## config.mk

```make
export PLATFORM = sky130hd
export DESIGN_NAME = crc16_frame_receiver_top
export DESIGN_NICKNAME = d
export VERILOG_FILES = /design/src/rtl/core/crc16fr_pkg.sv /design/src/rtl/core/crc16_frame_receiver_top.sv /design/src/rtl/core/crc16fr_parser.sv
export VERILOG_INCLUDE_DIRS = /design/src /design/src/rtl/core
export SDC_FILE = /design/constraint.sdc
export NUM_CORES = 1
export LEC_CHECK = 0
export ABC_AREA = 0
export BUFFER_PORTS_ARGS = -buffer_cell sky130_fd_sc_hd__buf_2
export CAP_MARGIN = 20
export CORE_ASPECT_RATIO = 0.9
export CORE_MARGIN = 1.5
export CORE_UTILIZATION = 45
export DETAILED_ROUTE_END_ITERATION = 12
export GPL_TIMING_DRIVEN = 1
export MAX_ROUTING_LAYER = met4
export SLEW_MARGIN = 10
export SYNTH_ARGS = -nofsm -noshare
export SYNTH_HDL_FRONTEND = slang
export SYNTH_SLANG_ARGS = --single-unit
export TNS_END_PERCENT = 5
```

## constraint.sdc

```tcl
create_clock -name clk -period 5.8 [get_ports clk]
set_clock_uncertainty 0.05 [all_clocks]
set_input_delay 0.87 -clock clk [delete_from_list [all_inputs] [get_ports clk]]
set_output_delay 0.87 -clock clk [all_outputs]
set_load 0.01 [all_outputs]
```

## src/rtl/core/crc16_frame_receiver_top_macros.svh

```systemverilog
`ifndef CRC16_FRAME_RECEIVER_TOP_MACROS_SVH
`define CRC16_FRAME_RECEIVER_TOP_MACROS_SVH

// Same-cycle implication, checked outside reset.
`define CRC16FR_ASSERT_NOW(lbl, ante, cons, msg) \
  lbl: assert property (@(posedge clk) disable iff (!rst_n) (ante) |-> (cons)) \
    else $error(msg);

// Next-cycle implication, checked outside reset.
`define CRC16FR_ASSERT_NEXT(lbl, ante, cons, msg) \
  lbl: assert property (@(posedge clk) disable iff (!rst_n) (ante) |=> (cons)) \
    else $error(msg);

`endif

```

## src/rtl/core/crc16fr_pkg.sv

```systemverilog
`timescale 1ns / 1ps
`default_nettype none

package crc16fr_pkg;

  // Frame decoder phases
  typedef enum logic [2:0] {
    PH_HUNT    = 3'd0,
    PH_CMD     = 3'd1,
    PH_LEN_LO  = 3'd2,
    PH_LEN_HI  = 3'd3,
    PH_PAYLOAD = 3'd4,
    PH_CRC_LO  = 3'd5,
    PH_CRC_HI  = 3'd6
  } phase_t;

  // Result kinds
  typedef enum logic [1:0] {
    KIND_DATA    = 2'd0,
    KIND_GOOD    = 2'd1,
    KIND_LEN_ERR = 2'd2,
    KIND_CRC_ERR = 2'd3
  } kind_t;

  // Configuration register indexes
  typedef enum logic [1:0] {
    REG_START_BYTE  = 2'd0,
    REG_MAX_PAYLOAD = 2'd1
  } reg_idx_t;

  localparam logic [15:0] CrcInit = 16'hFFFF;
  localparam logic [15:0] CrcPoly = 16'h1021;

  // One result from the parser to the output stage
  typedef struct packed {
    logic        valid;
    kind_t       kind;
    logic [7:0]  command;
    logic [7:0]  data_byte;
    logic [9:0]  byte_index;
    logic [15:0] frame_len;
  } result_t;

  // CRC-16/CCITT-FALSE update by one byte, MSB first
  function automatic logic [15:0] crc_update(input logic [15:0] crc, input logic [7:0] b);
    logic [15:0] c;
    c = crc ^ {b, 8'h00};
    for (int i = 0; i < 8; i++) begin
      if (c[15]) begin
        c = {c[14:0], 1'b0} ^ CrcPoly;
      end else begin
        c = {c[14:0], 1'b0};
      end
    end
    return c;
  endfunction

endpackage

`default_nettype wire

```

## src/rtl/core/crc16_frame_receiver_top.sv

```systemverilog
// Frame receiver: start byte, command, 16-bit little-endian length, payload and
// a little-endian CRC-16/CCITT-FALSE over command, length and payload.
// Input channel: one received byte per transaction (in_valid / in_ready).
// Output channel: payload bytes as they arrive (kind 0), then one verdict per
// frame: good, length error (as soon as the length exceeds the limit) or CRC
// error. Payload bytes precede their verdict; discard them on an error.
// Configuration: cfg_we writes start_byte (index 0) or max_payload (index 1);
// write only while idle. The effective length limit is the smaller of
// max_payload and MAX_PAYLOAD.
// Throughput: one byte per cycle while the output register is empty or taken;
// the CRC update of one byte is a single combinational step on the CRC register.
// A result is registered and is on out_* in the cycle after its byte is accepted.
// When the receiver stalls the result is held and in_ready stays high as long
// as the output register is empty or being taken in the same cycle.
// Reset: hunting for the start byte, start_byte = 0xA5, max_payload = 1024,
// output empty.
`timescale 1ns / 1ps
`default_nettype none

`include "crc16_frame_receiver_top_macros.svh"

module crc16_frame_receiver_top #(
  parameter int MAX_PAYLOAD = 1024
) (
  input  wire logic        clk,
  input  wire logic        rst_n,
  input  wire logic        in_valid,
  output logic             in_ready,
  input  wire logic [7:0]  in_byte_in,
  output logic             out_valid,
  input  wire logic        out_ready,
  output logic [1:0]       out_kind,
  output logic [7:0]       out_command,
  output logic [7:0]       out_data_byte,
  output logic [9:0]       out_byte_index,
  output logic [15:0]      out_frame_len,
  input  wire logic        cfg_we,
  input  wire logic [1:0]  cfg_index,
  input  wire logic [10:0] cfg_wdata
);

  localparam logic [15:0] MaxLimit = 16'(MAX_PAYLOAD);

  logic [7:0]  start_byte_r;
  logic [10:0] max_payload_r;
  logic [10:0] limit;
  logic        in_fire;
  logic        out_valid_r, out_valid_nxt;
  crc16fr_pkg::result_t res;
  crc16fr_pkg::result_t out_r;

  // Write configuration registers
  always_ff @(posedge clk) begin
    if (!rst_n) begin
      start_byte_r  <= 8'd165;
      max_payload_r <= 11'd1024;
    end else if (cfg_we) begin
      case (cfg_index)
        crc16fr_pkg::REG_START_BYTE:  start_byte_r  <= cfg_wdata[7:0];
        crc16fr_pkg::REG_MAX_PAYLOAD: max_payload_r <= cfg_wdata;
        default: ;
      endcase
    end
  end

  // Clamp the length limit to the build-time maximum
  assign limit = ({5'd0, max_payload_r} < MaxLimit) ? max_payload_r : MaxLimit[10:0];

  assign in_ready = !out_valid_r || out_ready;
  assign in_fire  = in_valid && in_ready;

  crc16fr_parser u_parser (
    .clk        (clk),
    .rst_n      (rst_n),
    .step       (in_fire),
    .byte_in    (in_byte_in),
    .start_byte (start_byte_r),
    .limit      (limit),
    .res        (res)
  );

  // Drain the result register, then load a new result
  always_comb begin
    out_valid_nxt = out_valid_r;
    if (out_valid_r && out_ready) begin
      out_valid_nxt = 1'b0;
    end
    if (in_fire && res.valid) begin
      out_valid_nxt = 1'b1;
    end
  end

  always_ff @(posedge clk) begin
    if (!rst_n) begin
      out_valid_r <= 1'b0;
    end else begin
      out_valid_r <= out_valid_nxt;
    end
    if (in_fire && res.valid) begin
      out_r <= res;
    end
  end

  assign out_valid      = out_valid_r;
  assign out_kind       = out_r.kind;
  assign out_command    = out_r.command;
  assign out_data_byte  = out_r.data_byte;
  assign out_byte_index = out_r.byte_index;
  assign out_frame_len  = out_r.frame_len;

  // Checks
  `CRC16FR_ASSERT_NEXT(a_result_loads, in_fire && res.valid, out_valid_r, "result not registered")
  `CRC16FR_ASSERT_NOW(a_index_in_len, out_valid_r && out_r.kind == crc16fr_pkg::KIND_DATA, 16'(out_r.byte_index) < out_r.frame_len, "index past length")
  `CRC16FR_ASSERT_NOW(a_verdict_clean, out_valid_r && out_r.kind != crc16fr_pkg::KIND_DATA, out_r.data_byte == 8'd0 && out_r.byte_index == 10'd0, "verdict carries data")

endmodule

`default_nettype wire

```

## src/rtl/core/crc16fr_parser.sv

```systemverilog
`timescale 1ns / 1ps
`default_nettype none

module crc16fr_parser (
  input  wire logic                 clk,
  input  wire logic                 rst_n,
  input  wire logic                 step,
  input  wire logic [7:0]           byte_in,
  input  wire logic [7:0]           start_byte,
  input  wire logic [10:0]          limit,
  output crc16fr_pkg::result_t      res
);

  crc16fr_pkg::phase_t phase_r, phase_nxt;
  logic [15:0] crc_r, crc_nxt;
  logic [7:0]  cmd_r, cmd_nxt;
  logic [15:0] len_r, len_nxt;
  logic [10:0] cnt_r, cnt_nxt;
  logic [7:0]  crc_lo_r, crc_lo_nxt;

  logic [15:0] crc_upd;
  logic [15:0] len_full;
  logic [10:0] cnt_inc;

  assign crc_upd  = crc16fr_pkg::crc_update(crc_r, byte_in);
  assign len_full = {byte_in, len_r[7:0]};
  assign cnt_inc  = cnt_r + 11'd1;

  // Hold state; advance on each accepted transaction
  always_ff @(posedge clk) begin
    if (!rst_n) begin
      phase_r  <= crc16fr_pkg::PH_HUNT;
      crc_r    <= crc16fr_pkg::CrcInit;
      cmd_r    <= 8'h00;
      len_r    <= 16'h0000;
      cnt_r    <= 11'd0;
      crc_lo_r <= 8'h00;
    end else if (step) begin
      phase_r  <= phase_nxt;
      crc_r    <= crc_nxt;
      cmd_r    <= cmd_nxt;
      len_r    <= len_nxt;
      cnt_r    <= cnt_nxt;
      crc_lo_r <= crc_lo_nxt;
    end
  end

  // Next state and result for the incoming byte
  always_comb begin
    phase_nxt      = phase_r;
    crc_nxt        = crc_r;
    cmd_nxt        = cmd_r;
    len_nxt        = len_r;
    cnt_nxt        = cnt_r;
    crc_lo_nxt     = crc_lo_r;
    res.valid      = 1'b0;
    res.kind       = crc16fr_pkg::KIND_DATA;
    res.command    = cmd_r;
    res.data_byte  = 8'h00;
    res.byte_index = 10'd0;
    res.frame_len  = len_r;
    case (phase_r)
      crc16fr_pkg::PH_HUNT: begin
        if (byte_in == start_byte) begin
          crc_nxt   = crc16fr_pkg::CrcInit;
          phase_nxt = crc16fr_pkg::PH_CMD;
        end
      end
      crc16fr_pkg::PH_CMD: begin
        cmd_nxt   = byte_in;
        crc_nxt   = crc_upd;
        phase_nxt = crc16fr_pkg::PH_LEN_LO;
      end
      crc16fr_pkg::PH_LEN_LO: begin
        len_nxt   = {8'h00, byte_in};
        crc_nxt   = crc_upd;
        phase_nxt = crc16fr_pkg::PH_LEN_HI;
      end
      crc16fr_pkg::PH_LEN_HI: begin
        len_nxt = len_full;
        crc_nxt = crc_upd;
        cnt_nxt = 11'd0;
        if (len_full > {5'd0, limit}) begin
          // Oversized frame: flag it and go back to hunting
          res.valid     = 1'b1;
          res.kind      = crc16fr_pkg::KIND_LEN_ERR;
          res.frame_len = len_full;
          crc_nxt       = crc16fr_pkg::CrcInit;
          phase_nxt     = crc16fr_pkg::PH_HUNT;
        end else if (len_full == 16'd0) begin
          phase_nxt = crc16fr_pkg::PH_CRC_LO;
        end else begin
          phase_nxt = crc16fr_pkg::PH_PAYLOAD;
        end
      end
      crc16fr_pkg::PH_PAYLOAD: begin
        crc_nxt        = crc_upd;
        res.valid      = 1'b1;
        res.data_byte  = byte_in;
        res.byte_index = cnt_r[9:0];
        cnt_nxt        = cnt_inc;
        if ({5'd0, cnt_inc} >= len_r) begin
          phase_nxt = crc16fr_pkg::PH_CRC_LO;
        end
      end
      crc16fr_pkg::PH_CRC_LO: begin
        crc_lo_nxt = byte_in;
        phase_nxt  = crc16fr_pkg::PH_CRC_HI;
      end
      crc16fr_pkg::PH_CRC_HI: begin
        res.valid = 1'b1;
        res.kind  = ({byte_in, crc_lo_r} == crc_r) ? crc16fr_pkg::KIND_GOOD
                                                   : crc16fr_pkg::KIND_CRC_ERR;
        crc_nxt   = crc16fr_pkg::CrcInit;
        phase_nxt = crc16fr_pkg::PH_HUNT;
      end
      default: begin
        crc_nxt   = crc16fr_pkg::CrcInit;
        phase_nxt = crc16fr_pkg::PH_HUNT;
      end
    endcase
  end

endmodule

`default_nettype wire
```

### Yosys cells after proc, flatten, opt, wreduce, memory -nomap -nowiden

Cells that the tools add are included.

| word-level totals | value |
|---|---|
| output and inout bits | 46 |
| bits in registers | 126 |
| input bits | 26 |
| logic and storage cells | 90 |

| cells by class | value |
|---|---|
| equality and inequality tests | 11 |
| order comparisons | 3 |
| add/subtract/negate cells | 1 |
| bitwise gates (word level) | 11 |
| mux-type cells | 27 |
| reductions and logical operators | 22 |

Operators by type and width:

| cell | count |
|---|---|
| 13-bit 2-to-1 mux | 8 |
| 16-bit 2-to-1 mux | 4 |
| 16-bit one-hot mux with 4 select lines | 1 |
| 16-bit one-hot mux with 2 select lines | 1 |
| 3-bit NOT | 8 |
| 11-bit one-hot mux with 2 select lines | 1 |
| 3-bit one-hot mux with 6 select lines | 1 |
| 16-bit == test | 1 |
| 11-bit by 16-bit greater-or-equal comparator with 1-bit output | 1 |
| 16-bit by 11-bit greater-than comparator with 1-bit output | 1 |
| 16-bit zero test | 1 |
| 16-bit bitwise XOR | 1 |
| 3-bit 2-to-1 mux | 4 |
| 2-bit AND reduction | 6 |
| 11-bit by 1-bit adder with 11-bit output, second input constant | 1 |
| 11-bit < comparator, second input constant | 1 |
| 11-bit 2-to-1 mux | 1 |
| 3-bit == test, second input constant | 3 |
| 3-bit AND reduction | 3 |
| 8-bit == test | 1 |
| 3-bit by 2-bit == test with 1-bit output, second input constant | 2 |
| 2-bit nonzero test | 3 |
| 2-bit by 1-bit != test with 1-bit output, second input constant | 2 |
| 2-bit one-hot mux with 2 select lines | 1 |
| other kinds (13) | 18 |

### Depth between registers and ports, before layout

Gate-level depths: netlist of the first run.

| depth | value |
|---|---|
| depth in word-level cells | 19 |
| depth in mapped cells | 11 |
| gate-level depth less buffers | 11 |

### Hierarchy

A second synthesis of the first run with hierarchy kept.

| unflattened totals | value |
|---|---|
| cell total of the unflattened synthesis | 610 |
| area, all modules | 6,103.4 um^2 |

Modules (own cells, without submodules):

| module | instances | cells each | area each (um^2) | seq. area each (um^2) |
|---|---|---|---|---|
| crc16fr_parser | 1 | 469 | 3,888.7 | 1,241.2 |
| crc16_frame_receiver_top | 1 | 141 | 2,214.6 | 1,721.7 |

### Worst setup path before layout of the first run

OpenSTA, ideal clock, no wires.

| path | value |
|---|---|
| path type | input to register |
| start | input port in_byte_in[5] |
| end | register out_r (netlist bit out_byte_index[0]), enable pin |
| arrival time | 4.583 ns |
| required time | 5.290 ns |
| buffers on the path | 2 |
| setup slack | 0.707 ns |
| setup time | 0.460 ns |
| stages on the path | 7 |
| cells stage by stage | buf_4 -> or4_4 -> nor4_4 -> and2_4 -> o2111ai_4 -> buf_6 -> a21oi_1 |

| on the way | value |
|---|---|
| longest elaborated chain between the ends | 4 |

RTL lines:

| element | RTL line | source |
|---|---|---|
| start: declaration | crc16_frame_receiver_top.sv:29 | `input wire logic [7:0] in_byte_in,` |
| 16-bit by 11-bit greater-than comparator with 1-bit output | crc16fr_parser.sv:83 | `if (len_full > {5'd0, limit}) begin` |
| 3-bit 2-to-1 mux | crc16fr_parser.sv:83 |  |
| 1-bit one-hot mux with 2 select lines | crc16fr_parser.sv:62 | `case (phase_r)` |
| 1-bit logical AND | crc16_frame_receiver_top.sv:99 | `if (in_fire && res.valid) begin` |
| end signal: assignment | crc16_frame_receiver_top.sv:100 | `out_r <= res;` |
| end: declaration | crc16_frame_receiver_top.sv:50 | `crc16fr_pkg::result_t out_r;` |

No other way between the ends.
A chain may end at the register's enable or synchronous reset.

### Worst setup path in the final report of the first run

| path | value |
|---|---|
| start | input port in_byte_in[4] |
| end | register out_r (netlist bit out_command[0]), enable pin |

Same word-level chain as after synthesis.

==> results of run 1 <==
-- power by group through the flow --
stage / registers (W) / logic (W) / clock network [W]
after global routing: 0.000938 / 0.000141 / 0.00107
final: 0.000937 / 0.000127 / 0.00101
after CTS: 0.000937 / 0.000128 / 0.00103
after floorplan: 0.000949 / 0.0000966 / 0
after global placement: 0.000955 / 0.000124 / 0
after detailed placement: 0.000955 / 0.000127 / 0
-- Yosys cell counts, types with 4 or more instances --
master / number
nor3_1: 7
xnor2_1: 29
nand2b_1: 4
ha_1: 23
nand4_1: 6
inv_1: 16
a21oi_1: 26
nand2_1: 37
dfxtp_1: 82
mux2_4: 7
and3_1: 5
a21o_1: 8
o22a_1: 15
clkbuf_1: 24
nand3_1: 15
xor2_1: 20
o21ai_0: 9
mux2i_1: 42
edfxtp_1: 44
nor2_1: 60
and2_1: 19
-- area by class of cell --
type | instances | share of cell area (%)
Sequential cell | 126 | 42.7
Multi-Input combinational cell | 379 | 39.6
Clock buffer | 21 | 6.49
Timing Repair Buffer | 76 | 5.66
Tap cell | 164 | 2.96
Clock inverter | 11 | 1.71
Inverter | 16 | 0.865
-- flip-flops by register name, indices dropped and copies added (netlist names) --
| name | cells |
|---|---|
| out_frame_len | 16 |
| u_parser.crc_r | 16 |
| u_parser.len_r | 16 |
| max_payload_r | 11 |
| u_parser.cnt_r | 11 |
| out_byte_index | 10 |
| out_command | 8 |
| out_data_byte | 8 |
| start_byte_r | 8 |
| u_parser.cmd_r | 8 |
| u_parser.crc_lo_r | 8 |
| u_parser.phase_r | 3 |
| out_kind | 2 |
| out_valid | 1 |
-- worst reg2reg max path, delay by kind of cell, from the launching register on --
family,cells,cell delay (ns)
buffers and inverters,2,0.66
adders and majority gates,1,0.33
and+or+nand+nor,4,0.72
AOI/OAI and AO/OA,2,1.21
DFF,1,0.31
-- per-stage QoR --
step	instance area [sq um]	utilization, %	cells	total power (W)	hold WS [ns]
CTS	6940	54.5	793	0.00210	0.383
global placement	6370	50.0	760	0.00108	0.365
floorplan	5920	-	554	0.00105	0.358
detailed placement	6370	50.0	761	0.00108	0.370
global route	6940	54.5	793	0.00215	0.388
finish	6940	54.5	793	0.00208	0.384
-- cells by family (layout without fill, tap and decap cells) --
group / count (synthesis) / in the layout
buffers and inverters: 49 / 124
flip-flops: 126 / 126
XOR/XNOR: 49 / 49
adder cells (fa/ha/maj): 23 / 23
AND/OR/NAND/NOR: 177 / 177
AO/OA/AOI/OAI: 80 / 80
multiplexers: 50 / 50
-- layer usage --
layer  global-route usage, %  part of all wire (%)  vias up  wire (um)
met4                    7.51                   1.4        0        184
met3                    4.92                   5.4       15        740
li1                        -                     -     2080          -
met2                    31.5                    44      119       5980
met1                    29.6                    49     2044       6680
met5                       -                     0        -          0
-- final timing paths --
| path | start | endpoint | cells past startpoint |
|---|---|---|---|
| max | in_byte_in[4] | out_command[0] | 7 |
| min | u_parser.cmd_r[3] | out_command[3] | 0 |
| max reg2reg | max_payload_r[10] | out_command[0] | 9 |
| min reg2reg | u_parser.cmd_r[3] | out_command[3] | 0 |
==> flow_summary.yaml, run 1 <==
cells_and_area:
  antennaDiodeCount: 0
  nNetsFinal: 665
  multi_input_area_sq_mm: 0.00275
  final_common_cell: "dfxtp_1"
  final_cell_mix: "dfxtp_1, buf_2, nor2_1"
  register_area_sq_mm: 0.00296
  n_fill_cell: 1122
  drive_gt1_share_pct: 19.9
  syn2layout_area_growth_pct: 17.4
critical_path:
  cp-start-kind: "primary input"
  cp_top_family: "compound AO/OA/AOI/OAI gates"
  path_cells: "buf_2 > or4_4 > nor4_4 > and2_4 > o2111ai_4 > a21oi_4 > buf_4"
  critPathRequiredTime_ns: 5.85
  end_kind: "flop"
  cp.arrival_ns: 3.82
  cpPeakStageDelay_ns: 0.87
  cp_max_fo: 26
  slowest_stage: "a21oi_4"
  path_class: "primary input to flop"
  worst-path-buf-inv: 2
  rrSetupSlack_ns: 2.19
floorplan:
  start_util_pct: 46.4
  die_w_um: 124
  rows: 39
  coreArea_sq_mm: 0.0127
  ios: 72
  die_area_sq_mm: 0.0138
  die_h_um: 112
power_and_ir_drop:
  comb_power_share_pct: 6.1
  power_density_mw_per_mm2: 299
  ir_drop_mv: 0.312
  p_switching_w: 0.000461
  internal_power_w: 0.00161
  leakagePower_nw: 2.76
  p_sw_share_pct: 22.2
  clkPwrFrac_pct: 48.7
  seq_power_share_pct: 45.1
sta:
  post-route-period-util_pct: 65.0
  finalCriticalPeriod_ns: 3.77
  worst_slew_pin_slew_ns: 1.07
  setup_viol: 0
  relSlewSlack_pct: 28.3
  setup_tns_ns: 0
  hold_viol: 0
  finalMaxSlewViolations: 0
  fmax_mhz: 265
  rsz0062_at_grt: "no"
  setup_ws_ns: 2.03
place:
  gp_congestion: 0.858
  portBuffers: 71
  hpwl_um: 9360
  place_ws_ns: 1.59
detailed_routing:
  wl_per_cell_um: 17.1
  via_per_inst: 5.37
  drt_first_pass_iters: 5
  drc_errors: 0
  drtIter0Drc: 342
  drt.antenna.violating_nets: 0
  vias: 4258
  totalWireLength_um: 13600
clock_tree:
  cts.repair.resized: 0
  htree_num_levels: 4
  cts_tree: "done"
  clockRootBuffer: "clkbuf_16"
  clk-insertion-delay-late_ns: 0.41
  clock-sinks: 126
  cts_buffers: 17
  hold_buffers: 0
  clk_pin_slew_worst_paths_ns: 0.05
  clockBufferDepth: 2
  postCtsSetupBuffers: 0
logic_synthesis:
  synth-compound-area-share_pct: 9.88
  seq_area_frac_synth_pct: 50.1
  yosys.area.top_type: "dfxtp_1"
  synthArstFlopShare_pct: 0
  ys_top_cells_by_area: "dfxtp_1, edfxtp_1, mux2i_1"
  synth-edff-count: 44
  syn_nets: 603
  synth_top_family_by_area: "simple AND/OR/NAND/NOR gates"
  synthAdderAreaFrac_pct: 4.86
  synth.distinct_cells: 58
  synth-simple-area-share_pct: 15.2
  synth_flop_cell: "dfxtp_1"
  ys_warn_count: 0
  syn_avg_cell_area_sq_um: 10.7
  syn_area_sq_mm: 0.00592
  synth_top_area_share_pct: 27.7
  ys_seq_elements: 126
  netlist_instances: 554
  synthMuxAreaShare_pct: 9.07
  synth-xor-area-share_pct: 7.25
global_routing:
  grt_pass1_vias: 4125
  antenna_found_initial: 0
  grt_max_degree: 31
  overflow: 0
  track_usage_pct: 21.7
  grt_pass1_wl_um: 21800
worst_hold_path:
  min_path_type: "flop to flop"
outcome:
  outcome: "complete, no violations"
run:
  drv_cap: 0
(Power assumes the default switching activity.)
==> inputs of run 2 (changes only) <==
--- a/config.mk
+++ b/config.mk
@@ -15,6 +15,7 @@
 export DETAILED_ROUTE_END_ITERATION = 12
 export GPL_TIMING_DRIVEN = 1
 export MAX_ROUTING_LAYER = met4
+export PLACE_DENSITY = 0.67
 export SLEW_MARGIN = 10
 export SYNTH_ARGS = -nofsm -noshare
 export SYNTH_HDL_FRONTEND = slang
==> constraint.sdc (replaced) <==
create_clock -name clk -period 3.4 [get_ports clk]
set_clock_uncertainty 0.05 [all_clocks]
set_input_delay 0.51 -clock clk [delete_from_list [all_inputs] [get_ports clk]]
set_output_delay 0.51 -clock clk [all_outputs]
set_load 0.01 [all_outputs]
==> run 2 against run 1 <==
Sequential share of layout area shrank 0.58 points. Worst setup slack lost 1.7 ns. Highest routed layer unchanged. Clock-buffer cell count grew 6. Routed wire length grew 2.5%. Sequential cell count is the same. Sequential power grew 71%. Register-to-register slack lost 1.8 ns. Non-clock buffer count grew 11.
==> flow_summary.yaml, run 2 (synthesized netlist as in run 1, its figures left out) <==
detailed_routing:
  wl_met3_um: 889
  drt_first_pass_iters: 4
  drt.antenna.violating_nets: 0
  wl_per_cell_um: 17.3
  wl_met2_um: 6320
  totalWireLength_um: 13900
  drc_errors: 0
  drtIter0Drc: 310
  via_per_inst: 5.33
  vias: 4285
  drt-met1-wl_um: 6570
  topRoutingLayerUsed: "met4"
cells_and_area:
  drive_gt1_share_pct: 21.1
  final_cell_mix: "dfxtp_1, buf_2, nor2_1"
  finalNonFillerCells: 804
  nNetsFinal: 676
  syn2layout_area_growth_pct: 19.0
  final_common_cell: "dfxtp_1"
  n_fill_cell: 1109
  antennaDiodeCount: 0
floorplan:
  ios: 72
  die_area_sq_mm: 0.0138
  die_w_um: 124
  die_h_um: 112
  coreArea_sq_mm: 0.0127
  rows: 39
  start_util_pct: 46.4
place:
  gp_congestion: 0.827
  portBuffers: 71
  dp_cells: 772
  hpwl_um: 9500
sta:
  relSlewSlack_pct: 45.5
  rsz0062_at_grt: "no"
  setup_tns_ns: 0
  worst_slew_pin_slew_ns: 0.818
  hold_viol: 0
  finalCriticalPeriod_ns: 3.02
  finalMaxSlewViolations: 0
  post-route-period-util_pct: 88.8
  fmax_mhz: 331
  setup_viol: 0
critical_path:
  cp.arrival_ns: 3.27
  critPathRequiredTime_ns: 3.65
  cp-start-kind: "flop"
  end_kind: "flop"
  slowest_stage: "or3_1"
  path_class: "flop to flop"
  path_cells: "ha_1 > nand3_1 > or3_1 > nor2_1 > xor2_1 > ha_1 > a21oi_1 > nand3_1 > o21ai_1 > o31a_1 > o21ai_0"
  cpPeakStageDelay_ns: 0.49
  cp_max_fo: 7
  rrSetupSlack_ns: 0.38
  cp_top_family: "simple AND/OR/NAND/NOR gates"
  worst-path-buf-inv: 0
global_routing:
  track_usage_pct: 21.9
  overflow: 0
  grt_pass1_vias: 4272
  grt_pass1_wl_um: 22300
  antenna_found_initial: 0
  grt_max_degree: 37
run:
  drv_cap: 0
power_and_ir_drop:
  power_density_mw_per_mm2: 506
  ir_drop_mv: 0.368
  leakagePower_nw: 2.82
clock_tree:
  clk-insertion-delay-late_ns: 0.41
  clock-sinks: 126
  cts_tree: "done"
  htree_num_levels: 4
  clk_pin_slew_worst_paths_ns: 0.06
  cts_buffers: 17
  clockBufferDepth: 2
  clockRootBuffer: "clkbuf_16"
  hold_buffers: 0
outcome:
  outcome: "complete, no violations"
worst_hold_path:
  min_path_type: "primary input to flop"
==> run 2: worst min-delay path, delay by kind of cell <==
family	cells	cell delay, ns
buffers and inverters	1	0.08
muxes	1	0.05
and+or+nand+nor	1	0.07
==> run 2: where the power goes <==
part           internal [W]  total, W  switching (W)
registers           0.00157   0.00160      0.0000241
clock network       0.00111   0.00174       0.000630
logic             0.0000968  0.000229       0.000132
total               0.00278   0.00356       0.000787
==> run 2: worst paths after layout <==
path,to,start,cells after the start
setup reg to reg,u_parser.phase_r[0],u_parser.cnt_r[0],11
hold / removal,max_payload_r[8],cfg_wdata[8],3
setup / recovery,u_parser.phase_r[0],u_parser.cnt_r[0],11
hold reg to reg,out_command[7],u_parser.cmd_r[7],0
==> run 2: metal layers <==
metal,global-route usage (%),vias up
li1,-,2093
met3,5.69,15
met2,32.2,116
met5,-,-
met4,5.82,0
met1,30.0,2061
==> run 2: final cells by class <==
cell class | count | area (sq um) | share of cell area [%]
inverters | 16 | 60.1 | 0.853
clock inverters | 5 | 55.1 | 0.782
multi-input cells | 379 | 2750 | 39.1
clock buffers | 27 | 514 | 7.31
flip-flops and latches | 126 | 2960 | 42.1
well taps | 164 | 205 | 2.92
repair buffers | 87 | 488 | 6.93
==> run 2: per-stage QoR <==
stage	util, %	hold slack (ns)	setup WS, ns	instance area, sq um	total power (W)
5_1_grt	55.3	0.279	0.109	7040	0.00368
4_1_cts	55.3	0.268	0.314	7040	0.00358
2_1_floorplan	-	0.358	0.110	5930	0.00178
3_3_place_gp	50.8	0.363	0.454	6470	0.00185
6_report	55.3	0.281	0.379	7040	0.00356
3_5_place_dp	50.8	0.367	0.372	6470	0.00186
==> run 2: what timing repair did <==
item / 4_1_cts / 5_1_grt
setup endpoints to repair: 0 / 1
buffers inserted: 0 / 0
gates resized for setup: 0 / 1
